--- src/rtl/core/tdp_pkg.sv ---
// Package for the trial division prime test unit.
// Holds widths, control word types, status struct and the microcode ROM.
// Used by tdp_sequencer, tdp_datapath and trial_division_prime_test_unit.
package tdp_pkg;

	localparam int VALUE_W = 32;
	localparam int DIV_W   = VALUE_W / 2;
	localparam int SQ_W    = VALUE_W + 1;
	localparam int CNT_W   = $clog2(VALUE_W);
	localparam int STEP_W  = 4;

	typedef logic [STEP_W-1:0] step_t;

	typedef enum logic [2:0] {
		C_NEVER,
		C_ALWAYS,
		C_IN_ACC,
		C_MAG_LT2,
		C_SQ_GT,
		C_DIV_LAST,
		C_REM_ZERO,
		C_OUT_FREE
	} cond_t;

	typedef enum logic [2:0] {
		A_NONE,
		A_LOAD,
		A_DIV_INIT,
		A_DIV_STEP,
		A_ADV,
		A_SET1,
		A_SET0,
		A_EMIT
	} act_t;

	typedef struct packed {
		cond_t cond;
		step_t target;
		logic  hold;
		act_t  act;
	} ucode_t;

	typedef struct packed {
		act_t act;
	} ctrl_t;

	typedef struct packed {
		logic in_acc;
		logic mag_lt2;
		logic sq_gt;
		logic div_last;
		logic rem_zero;
		logic out_free;
	} stat_t;

	localparam step_t S_WAIT     = 4'd0;
	localparam step_t S_SMALL    = 4'd1;
	localparam step_t S_BOUND    = 4'd2;
	localparam step_t S_DIV_INIT = 4'd3;
	localparam step_t S_DIV_STEP = 4'd4;
	localparam step_t S_TEST     = 4'd5;
	localparam step_t S_ADV      = 4'd6;
	localparam step_t S_PRIME    = 4'd7;
	localparam step_t S_COMPOS   = 4'd8;
	localparam step_t S_EMIT     = 4'd9;

	// jump to target when cond holds, else stay (hold) or fall through
	function automatic ucode_t ucode(input step_t step);
		ucode_t w;
		case (step)
			S_WAIT:     w = '{C_IN_ACC,   S_SMALL,    1'b1, A_LOAD};
			S_SMALL:    w = '{C_MAG_LT2,  S_COMPOS,   1'b0, A_NONE};
			S_BOUND:    w = '{C_SQ_GT,    S_PRIME,    1'b0, A_NONE};
			S_DIV_INIT: w = '{C_NEVER,    S_WAIT,     1'b0, A_DIV_INIT};
			S_DIV_STEP: w = '{C_DIV_LAST, S_TEST,     1'b1, A_DIV_STEP};
			S_TEST:     w = '{C_REM_ZERO, S_COMPOS,   1'b0, A_NONE};
			S_ADV:      w = '{C_ALWAYS,   S_BOUND,    1'b0, A_ADV};
			S_PRIME:    w = '{C_ALWAYS,   S_EMIT,     1'b0, A_SET1};
			S_COMPOS:   w = '{C_ALWAYS,   S_EMIT,     1'b0, A_SET0};
			S_EMIT:     w = '{C_OUT_FREE, S_WAIT,     1'b1, A_EMIT};
			default:    w = '{C_ALWAYS,   S_WAIT,     1'b0, A_NONE};
		endcase
		return w;
	endfunction

endpackage

--- src/rtl/core/tdp_sequencer.sv ---
// Microcode sequencer: step counter, control ROM lookup, conditional jumps.
// Depends on tdp_pkg.
module tdp_sequencer (
	input  logic           clk,
	input  logic           arst_n,
	input  tdp_pkg::stat_t stat,
	output tdp_pkg::ctrl_t ctrl
);

	tdp_pkg::step_t  step_q;
	tdp_pkg::step_t  step_d;
	tdp_pkg::ucode_t cw;
	logic            hit;

	always_comb begin
		cw = tdp_pkg::ucode(step_q);
		case (cw.cond)
			tdp_pkg::C_NEVER:    hit = 1'b0;
			tdp_pkg::C_ALWAYS:   hit = 1'b1;
			tdp_pkg::C_IN_ACC:   hit = stat.in_acc;
			tdp_pkg::C_MAG_LT2:  hit = stat.mag_lt2;
			tdp_pkg::C_SQ_GT:    hit = stat.sq_gt;
			tdp_pkg::C_DIV_LAST: hit = stat.div_last;
			tdp_pkg::C_REM_ZERO: hit = stat.rem_zero;
			tdp_pkg::C_OUT_FREE: hit = stat.out_free;
			default:             hit = 1'b1;
		endcase
		if (hit) begin
			step_d = cw.target;
		end else if (cw.hold) begin
			step_d = step_q;
		end else begin
			step_d = step_q + 1'b1;
		end
		ctrl.act = cw.act;
	end

	always_ff @(posedge clk or negedge arst_n) begin
		if (!arst_n) begin
			step_q <= tdp_pkg::S_WAIT;
		end else begin
			step_q <= step_d;
		end
	end

	a_step_range: assert property (@(posedge clk) disable iff (!arst_n)
		step_q <= tdp_pkg::S_EMIT)
		else $error("step counter out of program");
	a_accept_in_wait: assert property (@(posedge clk) disable iff (!arst_n)
		stat.in_acc |=> step_q == tdp_pkg::S_SMALL)
		else $error("accepted word did not start a test");
	a_div_loop: assert property (@(posedge clk) disable iff (!arst_n)
		(step_q == tdp_pkg::S_DIV_STEP && !stat.div_last) |=> step_q == tdp_pkg::S_DIV_STEP)
		else $error("divide loop left early");

endmodule

--- src/rtl/core/tdp_datapath.sv ---
// Datapath: magnitude, trial divisor, running square, bit-serial remainder
// and the output register. Depends on tdp_pkg; driven by tdp_sequencer.
module tdp_datapath (
	input  logic                        clk,
	input  logic                        arst_n,
	input  tdp_pkg::ctrl_t              ctrl,
	output tdp_pkg::stat_t              stat,
	input  logic                        in_valid,
	output logic                        in_ready,
	input  logic [tdp_pkg::VALUE_W-1:0] value,
	output logic                        out_valid,
	input  logic                        out_ready,
	output logic                        is_prime
);

	localparam int VW = tdp_pkg::VALUE_W;
	localparam int DW = tdp_pkg::DIV_W;
	localparam int SW = tdp_pkg::SQ_W;
	localparam int CW = tdp_pkg::CNT_W;

	logic [VW-1:0] mag_q;
	logic [DW-1:0] div_q;
	logic [SW-1:0] sq_q;
	logic [DW-1:0] rem_q;
	logic [VW-1:0] sh_q;
	logic [CW-1:0] cnt_q;
	logic          res_q;
	logic          out_valid_q;
	logic          is_prime_q;

	logic [VW-1:0] mag_in;
	logic [DW:0]   r2;
	logic [DW+1:0] diff;
	logic [DW-1:0] rem_d;
	logic          in_acc;
	logic          out_free;

	always_comb begin
		mag_in   = value[VW-1] ? (~value + 1'b1) : value;
		r2       = {rem_q, sh_q[VW-1]};
		diff     = {1'b0, r2} - {2'b00, div_q};
		rem_d    = diff[DW+1] ? r2[DW-1:0] : diff[DW-1:0];
		in_ready = (ctrl.act == tdp_pkg::A_LOAD);
		in_acc   = in_valid && in_ready;
		out_free = !out_valid_q || out_ready;
		stat.in_acc   = in_acc;
		stat.mag_lt2  = (mag_q[VW-1:1] == '0);
		stat.sq_gt    = (sq_q > {1'b0, mag_q});
		stat.div_last = (cnt_q == CW'(VW - 1));
		stat.rem_zero = (rem_q == '0);
		stat.out_free = out_free;
	end

	always_ff @(posedge clk or negedge arst_n) begin
		if (!arst_n) begin
			mag_q       <= '0;
			div_q       <= DW'(2);
			cnt_q       <= '0;
			out_valid_q <= 1'b0;
		end else begin
			if (out_valid_q && out_ready && ctrl.act != tdp_pkg::A_EMIT) begin
				out_valid_q <= 1'b0;
			end
			case (ctrl.act)
				tdp_pkg::A_LOAD: begin
					if (in_acc) begin
						mag_q <= mag_in;
						div_q <= DW'(2);
					end
				end
				tdp_pkg::A_DIV_INIT: begin
					cnt_q <= '0;
				end
				tdp_pkg::A_DIV_STEP: begin
					cnt_q <= cnt_q + 1'b1;
				end
				tdp_pkg::A_ADV: begin
					div_q <= div_q + 1'b1;
				end
				tdp_pkg::A_EMIT: begin
					if (out_free) begin
						out_valid_q <= 1'b1;
					end
				end
				default: begin
				end
			endcase
		end
	end

	// payload registers
	always_ff @(posedge clk) begin
		case (ctrl.act)
			tdp_pkg::A_LOAD: begin
				if (in_acc) begin
					sq_q <= SW'(4);
				end
			end
			tdp_pkg::A_DIV_INIT: begin
				rem_q <= '0;
				sh_q  <= mag_q;
			end
			tdp_pkg::A_DIV_STEP: begin
				rem_q <= rem_d;
				sh_q  <= {sh_q[VW-2:0], 1'b0};
			end
			tdp_pkg::A_ADV: begin
				// (d+1)^2 = d^2 + 2d + 1
				sq_q <= sq_q + SW'({div_q, 1'b1});
			end
			tdp_pkg::A_SET1: begin
				res_q <= 1'b1;
			end
			tdp_pkg::A_SET0: begin
				res_q <= 1'b0;
			end
			tdp_pkg::A_EMIT: begin
				if (out_free) begin
					is_prime_q <= res_q;
				end
			end
			default: begin
			end
		endcase
	end

	assign out_valid = out_valid_q;
	assign is_prime  = is_prime_q;

	a_div_floor: assert property (@(posedge clk) disable iff (!arst_n)
		div_q >= DW'(2))
		else $error("trial divisor below two");
	a_rem_bound: assert property (@(posedge clk) disable iff (!arst_n)
		(ctrl.act == tdp_pkg::A_DIV_STEP) |-> rem_q < div_q)
		else $error("partial remainder not below divisor");
	a_small_not_prime: assert property (@(posedge clk) disable iff (!arst_n)
		(ctrl.act == tdp_pkg::A_SET1) |-> !stat.mag_lt2)
		else $error("magnitude below two marked prime");

endmodule

--- src/rtl/core/trial_division_prime_test_unit.sv ---
// Trial division prime test unit: takes one signed word and returns one flag,
// set when the magnitude of the word is prime (0 and 1 give 0, and so does the
// most negative value). Divisors 2, 3, 4, ... are tried until one divides or
// its square exceeds the magnitude. Each trial divisor passes the bound check,
// the divider setup, the bit-serial remainder unit (one quotient bit per step),
// and the test and advance steps of the microcode. One word is in work at a
// time; the next word is taken while the previous flag still waits in the
// output register.
// Depends on tdp_pkg, tdp_sequencer and tdp_datapath.
module trial_division_prime_test_unit (
	input  logic                               clk,
	input  logic                               arst_n,
	input  logic                               in_valid,
	output logic                               in_ready,
	input  logic signed [tdp_pkg::VALUE_W-1:0] value,
	output logic                               out_valid,
	input  logic                               out_ready,
	output logic                               is_prime
);

	tdp_pkg::ctrl_t ctrl;
	tdp_pkg::stat_t stat;

	tdp_sequencer u_seq (
		.clk    (clk),
		.arst_n (arst_n),
		.stat   (stat),
		.ctrl   (ctrl)
	);

	tdp_datapath u_dp (
		.clk       (clk),
		.arst_n    (arst_n),
		.ctrl      (ctrl),
		.stat      (stat),
		.in_valid  (in_valid),
		.in_ready  (in_ready),
		.value     (value),
		.out_valid (out_valid),
		.out_ready (out_ready),
		.is_prime  (is_prime)
	);

endmodule

--- config.mk ---
export PLATFORM = sky130hd
export DESIGN_NAME = trial_division_prime_test_unit
export DESIGN_NICKNAME = d
export VERILOG_FILES = /design/src/rtl/core/tdp_pkg.sv /design/src/rtl/core/tdp_sequencer.sv /design/src/rtl/core/tdp_datapath.sv /design/src/rtl/core/trial_division_prime_test_unit.sv
export SDC_FILE = /design/constraint.sdc
export NUM_CORES = 1
export LEC_CHECK = 0
export BUFFER_PORTS_ARGS = -buffer_cell sky130_fd_sc_hd__buf_4
export CAP_MARGIN = 20
export CORE_ASPECT_RATIO = 1.1
export CORE_MARGIN = 1.5
export CORE_UTILIZATION = 30
export DETAILED_ROUTE_END_ITERATION = 10
export SKIP_LAST_GASP = 1
export SLEW_MARGIN = 20
export SYNTH_ARGS = -nofsm -noshare
export SYNTH_HDL_FRONTEND = slang
export SYNTH_SLANG_ARGS = --single-unit
--- constraint.sdc ---
create_clock -name clk -period 5.2 [get_ports clk]
set_input_delay 0.26 -clock clk [delete_from_list [all_inputs] [get_ports clk]]
set_output_delay 0.26 -clock clk [all_outputs]
set_load 0.02 [all_outputs]
Yosys cells after proc, flatten, opt, wreduce, memory -nomap -nowiden
Memory sizes are Yosys's and may differ from the RTL's.
Index checks and enable logic that the tools add are counted.
{"block": "word_totals", "memories": 1, "ff_bits": 141, "inputBits": 36, "rom_bits": 176, "out_inout_bits": 3, "word_cells": 67}
{"memory": "(no name shown)", "words": 16, "word_bits": 11, "read_ports": 1, "rd_clocked_by_memory_dff": 0, "wr": 0, "line": "tdp_pkg.sv:70", "source": "case (step)"}
{"block": "classes", "n_lt_le_gt_ge": 1, "eq_ne": 18, "add_sub_neg": 6, "bitwise_logic": 1, "n_mux": 16, "reduce_logical": 14}
{"cell": "case mux 33 bit (2 select lines)", "count": 1}
{"cell": "case mux 16 bit (2 select lines)", "count": 2}
{"cell": "case mux 32 bit (2 select lines)", "count": 1}
{"cell": "adder 33 x 17 -> 33 bit", "count": 1}
{"cell": "> comparator 33 x 32 -> 1 bit", "count": 1}
{"cell": "two-way mux 33 bit", "count": 1}
{"cell": "adder 32 x 1 -> 32 bit (second input constant)", "count": 1}
{"cell": "two-way mux 16 bit", "count": 2}
{"cell": "two-way mux 32 bit", "count": 1}
{"cell": "NOT 32 bit", "count": 1}
{"cell": "logical NOT 31 bit", "count": 1}
{"cell": "equality test 3 bit (second input constant)", "count": 8}
{"cell": "subtractor 17 x 16 -> 18 bit", "count": 1}
{"cell": "adder 16 x 1 -> 16 bit (second input constant)", "count": 1}
{"cell": "logical NOT 16 bit", "count": 1}
{"cell": "equality test 3 x 2 -> 1 bit (second input constant)", "count": 4}
{"cell": "case mux 5 bit (2 select lines)", "count": 1}
{"cell": "two-way mux 4 bit", "count": 2}
{"cell": "case mux 1 bit (8 select lines)", "count": 1}
{"cell": "equality test 3 x 1 -> 1 bit (second input constant)", "count": 2}
{"cell": "AND reduction 2 bit", "count": 3}
{"cell": "nonzero test 2 bit", "count": 3}
{"cell": "adder 5 x 1 -> 5 bit (second input constant)", "count": 1}
{"cell": "equality test 5 bit (second input constant)", "count": 1}
{"cell": "10 further kinds", "count": 14}

Logic depth before layout (Yosys ltp)
An unclocked memory read counts as a cell.
{"block": "logic_depth", "word_depth": 6, "ltp_mapped": 12, "ltp_nobuf": 11}

By module
From an unflattened synthesis, not the netlist that was laid out.
{"block": "hier_totals", "cells_unflattened": 1009, "area_unflattened_um2": 9660.5}
{"module": "tdp_datapath", "instances": 1, "seq_area_each_um2": 3844.9, "area_per_inst_um2": 9006.1, "cells_per_inst": 932}
{"module": "tdp_sequencer", "instances": 1, "seq_area_each_um2": 100.1, "area_per_inst_um2": 654.4, "cells_per_inst": 77}

Least setup slack after synthesis
OpenSTA, ideal clock, no wires.
{"block": "synth_timing", "kind": "reg-to-reg", "start": "register u_seq.step_q[1]", "end": "register u_dp.rem_q[11] (data pin)", "t_arrival_ps": 2968, "setup_time_ps": 140, "slack_ps": 2092, "period_less_slack_ps": 3108, "stages_incl_launch_ff": 9, "required_ps": 5060, "n_path_buf": 1, "path_cell_list": "dfrtp_1 -> inv_1 -> ha_1 -> nand3_1 -> a21o_1 -> inv_1 -> o21ai_1 -> clkbuf_1 -> nor2_1"}
{"block": "synth_between", "elab_chain_cells": 3, "elab_cells_between_ends": 4, "cone_classes": "eq/ne: 2; mux: 1; memory: 1"}
{"element": "from (decl)", "line": "tdp_sequencer.sv:10", "source": "tdp_pkg::step_t step_q;"}
{"element": "from (signal assigned)", "line": "tdp_sequencer.sv:40", "source": "step_q <= tdp_pkg::S_WAIT;"}
{"element": "from (signal assigned)", "line": "tdp_sequencer.sv:42", "source": "step_q <= step_d;"}
{"element": "memory (16 x 11 bit) *"}
{"element": "equality test 3 x 2 -> 1 bit", "line": "tdp_datapath.sv:93", "source": "case (ctrl.act)"}
{"element": "case mux 16 bit (2 select lines) *", "line": "tdp_datapath.sv:93"}
{"element": "to (signal assigned)", "line": "tdp_datapath.sv:104", "source": "rem_q <= rem_d;"}
{"element": "to (decl)", "line": "tdp_datapath.sv:24", "source": "logic [DW-1:0] rem_q;"}
Every way passes the cells marked *; elsewhere a longest branch is shown, timed or not.
A chain may end at the register's enable or synchronous reset.

Worst setup path after layout
{"block": "layout_timing", "start": "register u_dp.div_q[1]", "end": "register u_dp.rem_q[10] (data pin)"}
{"block": "layout_between", "elab_chain_cells": 3}
{"element": "from (decl)", "line": "tdp_datapath.sv:22", "source": "logic [DW-1:0] div_q;"}
{"element": "from (signal assigned)", "line": "tdp_datapath.sv:78", "source": "div_q <= div_q + 1'b1;"}
{"element": "subtractor 17 x 16 -> 18 bit", "line": "tdp_datapath.sv:41", "source": "diff = {1'b0, r2} - {2'b00, div_q};"}
{"element": "two-way mux 16 bit", "line": "tdp_datapath.sv:42", "source": "rem_d = diff[DW+1] ? r2[DW-1:0] : diff[DW-1:0];"}
{"element": "case mux 16 bit (2 select lines)", "line": "tdp_datapath.sv:93"}
No other way between the ends.

==> impl_results.md <==
* Status: complete, no violations
* CTS Buffer Depth at 2
* Layout area overhead at 14.2%
* RSZ-0062 raised after global routing: no
* WL per Instance at 13.9 um
* GRT Util Overall at 13.4%
* CP Max Fanout at 18
* Max-cap violations at 0
* Crit Path Class: reg2reg
* Post-Synth Adder-Cell Area at between 10% and 20%
* Shortest period the worst path allows at 3.38 ns
* Num Clock Sinks at 141
* Via Count at about 7.2k
* Layout cell share with drive strength beyond 1 at roughly a tenth
* Std cell rows at 67
* RR Startpoint: u_dp.div_q[1]
* Yosys warns at 0
* Clock Power Share at around a quarter
* Num CTS Buffers at 17
* Post CTS Setup Buffer Count at 0
* Slew at the pin with the worst max-slew slack at 1.01 ns
* Synth Instances at roughly 1.0k
* DRC viols at 0
* Area leader, netlist: edfxtp_1
* Vias in the first global route at between 7k and 8k
* Fin crit share at between 60% and 70%
* Top cell type's share of synthesized area at 26.5%
* CTS tree: built
* Register-to-Register Setup Slack at 1.82 ns
* F_max at between 0.2 and 0.3 GHz
* Req. time, crit path at roughly 5.3 ns
* Hold Vio Cnt, Final at 0
* Synth Area in Compound Gates at between 10% and 20%
* Routed WL at 20,500 um
* Port bufs at 38
* Final ANT Viol Nets at 0
* Sequential share of power at 38.0%
* Die Span Y at between 150 and 200 um
* Switching power at 1820 uW
* Synthesized area at approximately 9400 um^2
* Post-synthesis xor/xnor area fraction at ~5.4%
* Clk_lat worst skew at between 0.4 and 0.5 ns
* DIE AREA at 32,500 um^2
* Worst Hold End: u_dp.mag_q[31]
* Post-synthesis sequential area ratio at 41.9%
* Netlist cell types at 75
* # diodes at 0
* First-pass GRT wire length at roughly 35,000 um
* Internal at roughly 2900 uW
* Crit start category: register
* Mean post-synth cell area at 9.27 um^2
* Startpoint of the worst hold path: value[30]
* Initial antenna violation count at 0
* Nets@finish at between 1k and 1.5k
* Largest family of logic cells by synthesized area: simple AND/OR/NAND/NOR gates
* Global route total overflow at 0
* Total power draw at 4750 uW
* Async set-reset flop share out of synthesis at about 41%
* Starting Density at 30.7%
* Die extent in x at between 150 and 200 um
* Placer Congestion at a little under 0.8
* Via density at a little under 5
* Peak VDD IR at ~0.00022 V
* Setup TNS at 0 ns
* Layout Skew at 0.0114 ns
* Lkg Pwr at between 0.004 and 0.005 uW
* #FFs+latches synth at ~140
* H-tree depth at 4
* Area of the multi-input gates at approximately 5000 um^2
* I/O Pins at 39
* Post-synth EDFFs at 83
* Final setup violation count at 0
* R2R Path End: u_dp.rem_q[10]
* Core area at roughly 31,000 um^2
* FF/Latch Area at roughly 4000 um^2
* Pin count of the biggest net entering global routing at 67
* Net Sw Frac at 38.3%
* R2R depth at 10
* Syn Nets at roughly 1.1k
* Worst setup EP type: register
* Largest cells by area after synthesis: edfxtp_1 26%, dfrtp_1 15%, ha_1 10%
* CTS root buffer: clkbuf_16
* Post-Synth Simple-Gate Area at 18.8%
* Combinational share of power at between 30% and 40%
* First drt pass iteration count at 5
* Iter 0 DRT Violations at around 350
* Crit. Startpoint: u_dp.div_q[1]
* Post-synth top flop: edfxtp_1
* Final HPWL DP at between 15,000 and 20,000 um
* Post-synthesis mux area share at between 1.5 and 2%
* PD cells at 441 nW/um^2
* # fillers at roughly 3.2k
* Max-slew violation count at 0
* Min-Delay Path Depth at 3
* Clk slew on worst S/H paths at around 0.070 ns
* Max transition margin at between 30% and 40%
* Hold crit path type: in2reg
* CP arrival at roughly 3.5 ns
==> how the worst max path moves through the flow <==
stage | to | slack (ns) | cells past startpoint
finish | u_dp.rem_q[10] | 1.82 | 10
global route | u_dp.rem_q[10] | 1.58 | 9
CTS | u_dp.rem_q[10] | 1.80 | 10
detailed placement | u_dp.rem_q[10] | 1.81 | 10
global placement | u_dp.sh_q[31] | 1.90 | 8
floorplan | u_dp.rem_q[11] | 2.09 | 8
==> layer usage <==
metal	wire length, um	GRT usage [%]	part of all wire [%]
met5	0	0	0
met3	524	1.61	2.6
met1	10300	18.6	50
met2	9350	21.6	46
met4	316	4.25	1.5
==> kinds of logic (layout without fill, tap and decap cells) <==
| family | Yosys count | after routing |
|---|---|---|
| and+or+nand+nor | 362 | 362 |
| AOI/OAI and AO/OA | 263 | 263 |
| DFF | 141 | 141 |
| buffers and inverters | 98 | 144 |
| adders and majority gates | 77 | 77 |
| xor gates and xnor gates | 58 | 58 |
| muxes | 17 | 17 |
==> cell type report <==
| cell class | count | area share [%] |
|---|---|---|
| Multi-Input combinational cell | 777 | 47.4 |
| Sequential cell | 141 | 36.7 |
| Tap cell | 414 | 4.81 |
| Clock buffer | 18 | 4.08 |
| Timing Repair Buffer | 46 | 3.23 |
| Inverter | 66 | 2.30 |
| Clock inverter | 14 | 1.53 |
==> through the flow <==
stage / worst slack (ns) / cell area, um^2 / hold WS, ns / utilization, % / instances
finish: 1.82 / 10800 / 0.117 / 35.1 / 1476
CTS: 1.80 / 10800 / 0.103 / 35.1 / 1476
global placement: 1.90 / 10100 / 0.384 / 33.1 / 1443
global route: 1.58 / 10800 / 0.126 / 35.1 / 1476
floorplan: 2.09 / 9420 / -0.0356 / - / 1016
detailed placement: 1.81 / 10100 / 0.387 / 33.1 / 1443
==> power by group through the flow <==
stage | Clock [uW] | Combinational, uW | Sequential [uW]
floorplan | 0 | 1320 | 1730
global placement | 0 | 1660 | 1820
detailed placement | 0 | 1700 | 1830
CTS | 1270 | 1710 | 1810
global route | 1310 | 1960 | 1850
finish | 1250 | 1700 | 1810
==> critical path: stages (launching register included) <==
cell and delay [ns]:
dfstp_2 0.58, inv_1 0.08, ha_1 0.27, nor2b_1 0.14
o31a_1 0.27, o21a_1 0.27, o41ai_4 0.31, o21ai_1 0.14
nand2b_1 0.63, nand2_1 0.29, o22ai_1 0.11
==> synth_stat cells (all sizes together), types with 4 or more instances <==
cell type	n
o41ai	10
o21bai	4
a211oi	9
xnor2	25
edfxtp	83
a31oi	4
or4	7
nor4	13
o31ai	10
mux2i	17
a21oi	56
and3	14
or3	15
clkbuf	18
nand2	121
nand3	33
nor2b	14
o21ai	118
nor2	81
a21o	11
dfrtp	57
buf	14
nand2b	11
nor3	22
or2	4
inv	66
nor3b	7
nand3b	4
xor2	33
nand4	9
ha	75
o211ai	5
o21a	8
==> timing repair <==
| item | 4_1_cts | 5_1_grt |
|---|---|---|
| gates resized for setup | 0 | 0 |
| hold endpoints to repair | 57 | 0 |
| hold buffers | 1 | 0 |
| setup endpoints to repair | 0 | 0 |
==> cells in the final DEF, fill, tap and decap left out, types with 9 or more instances in the layout <==
cell type    n
nand2_1    120
o21ai_0     98
edfxtp_1    83
nor2_1      79
ha_1        75
inv_1       65
dfrtp_1     57
a21oi_1     55
buf_4       45
nand3_1     33
xor2_1      33
xnor2_1     25
nor3_1      21
o21ai_1     19
mux2i_1     17
clkbuf_16   17
or3_1       14
and3_1      14
nor2b_1     13
nor4_1      12
a21o_1      11
nand2b_1    10
a211oi_1     9
o31ai_1      9
nand4_1      9
==> registers in the layout (all words and copies together) (netlist names) <==
signal and flops:
u_dp.cnt_q 5, u_dp.div_q 16, u_dp.is_prime 1, u_dp.mag_q 32, u_dp.out_valid 1, u_dp.rem_q 16
u_dp.res_q 1, u_dp.sh_q 32, u_dp.sq_q 33, u_seq.step_q 4
Power figures use the tool's default switching activity.
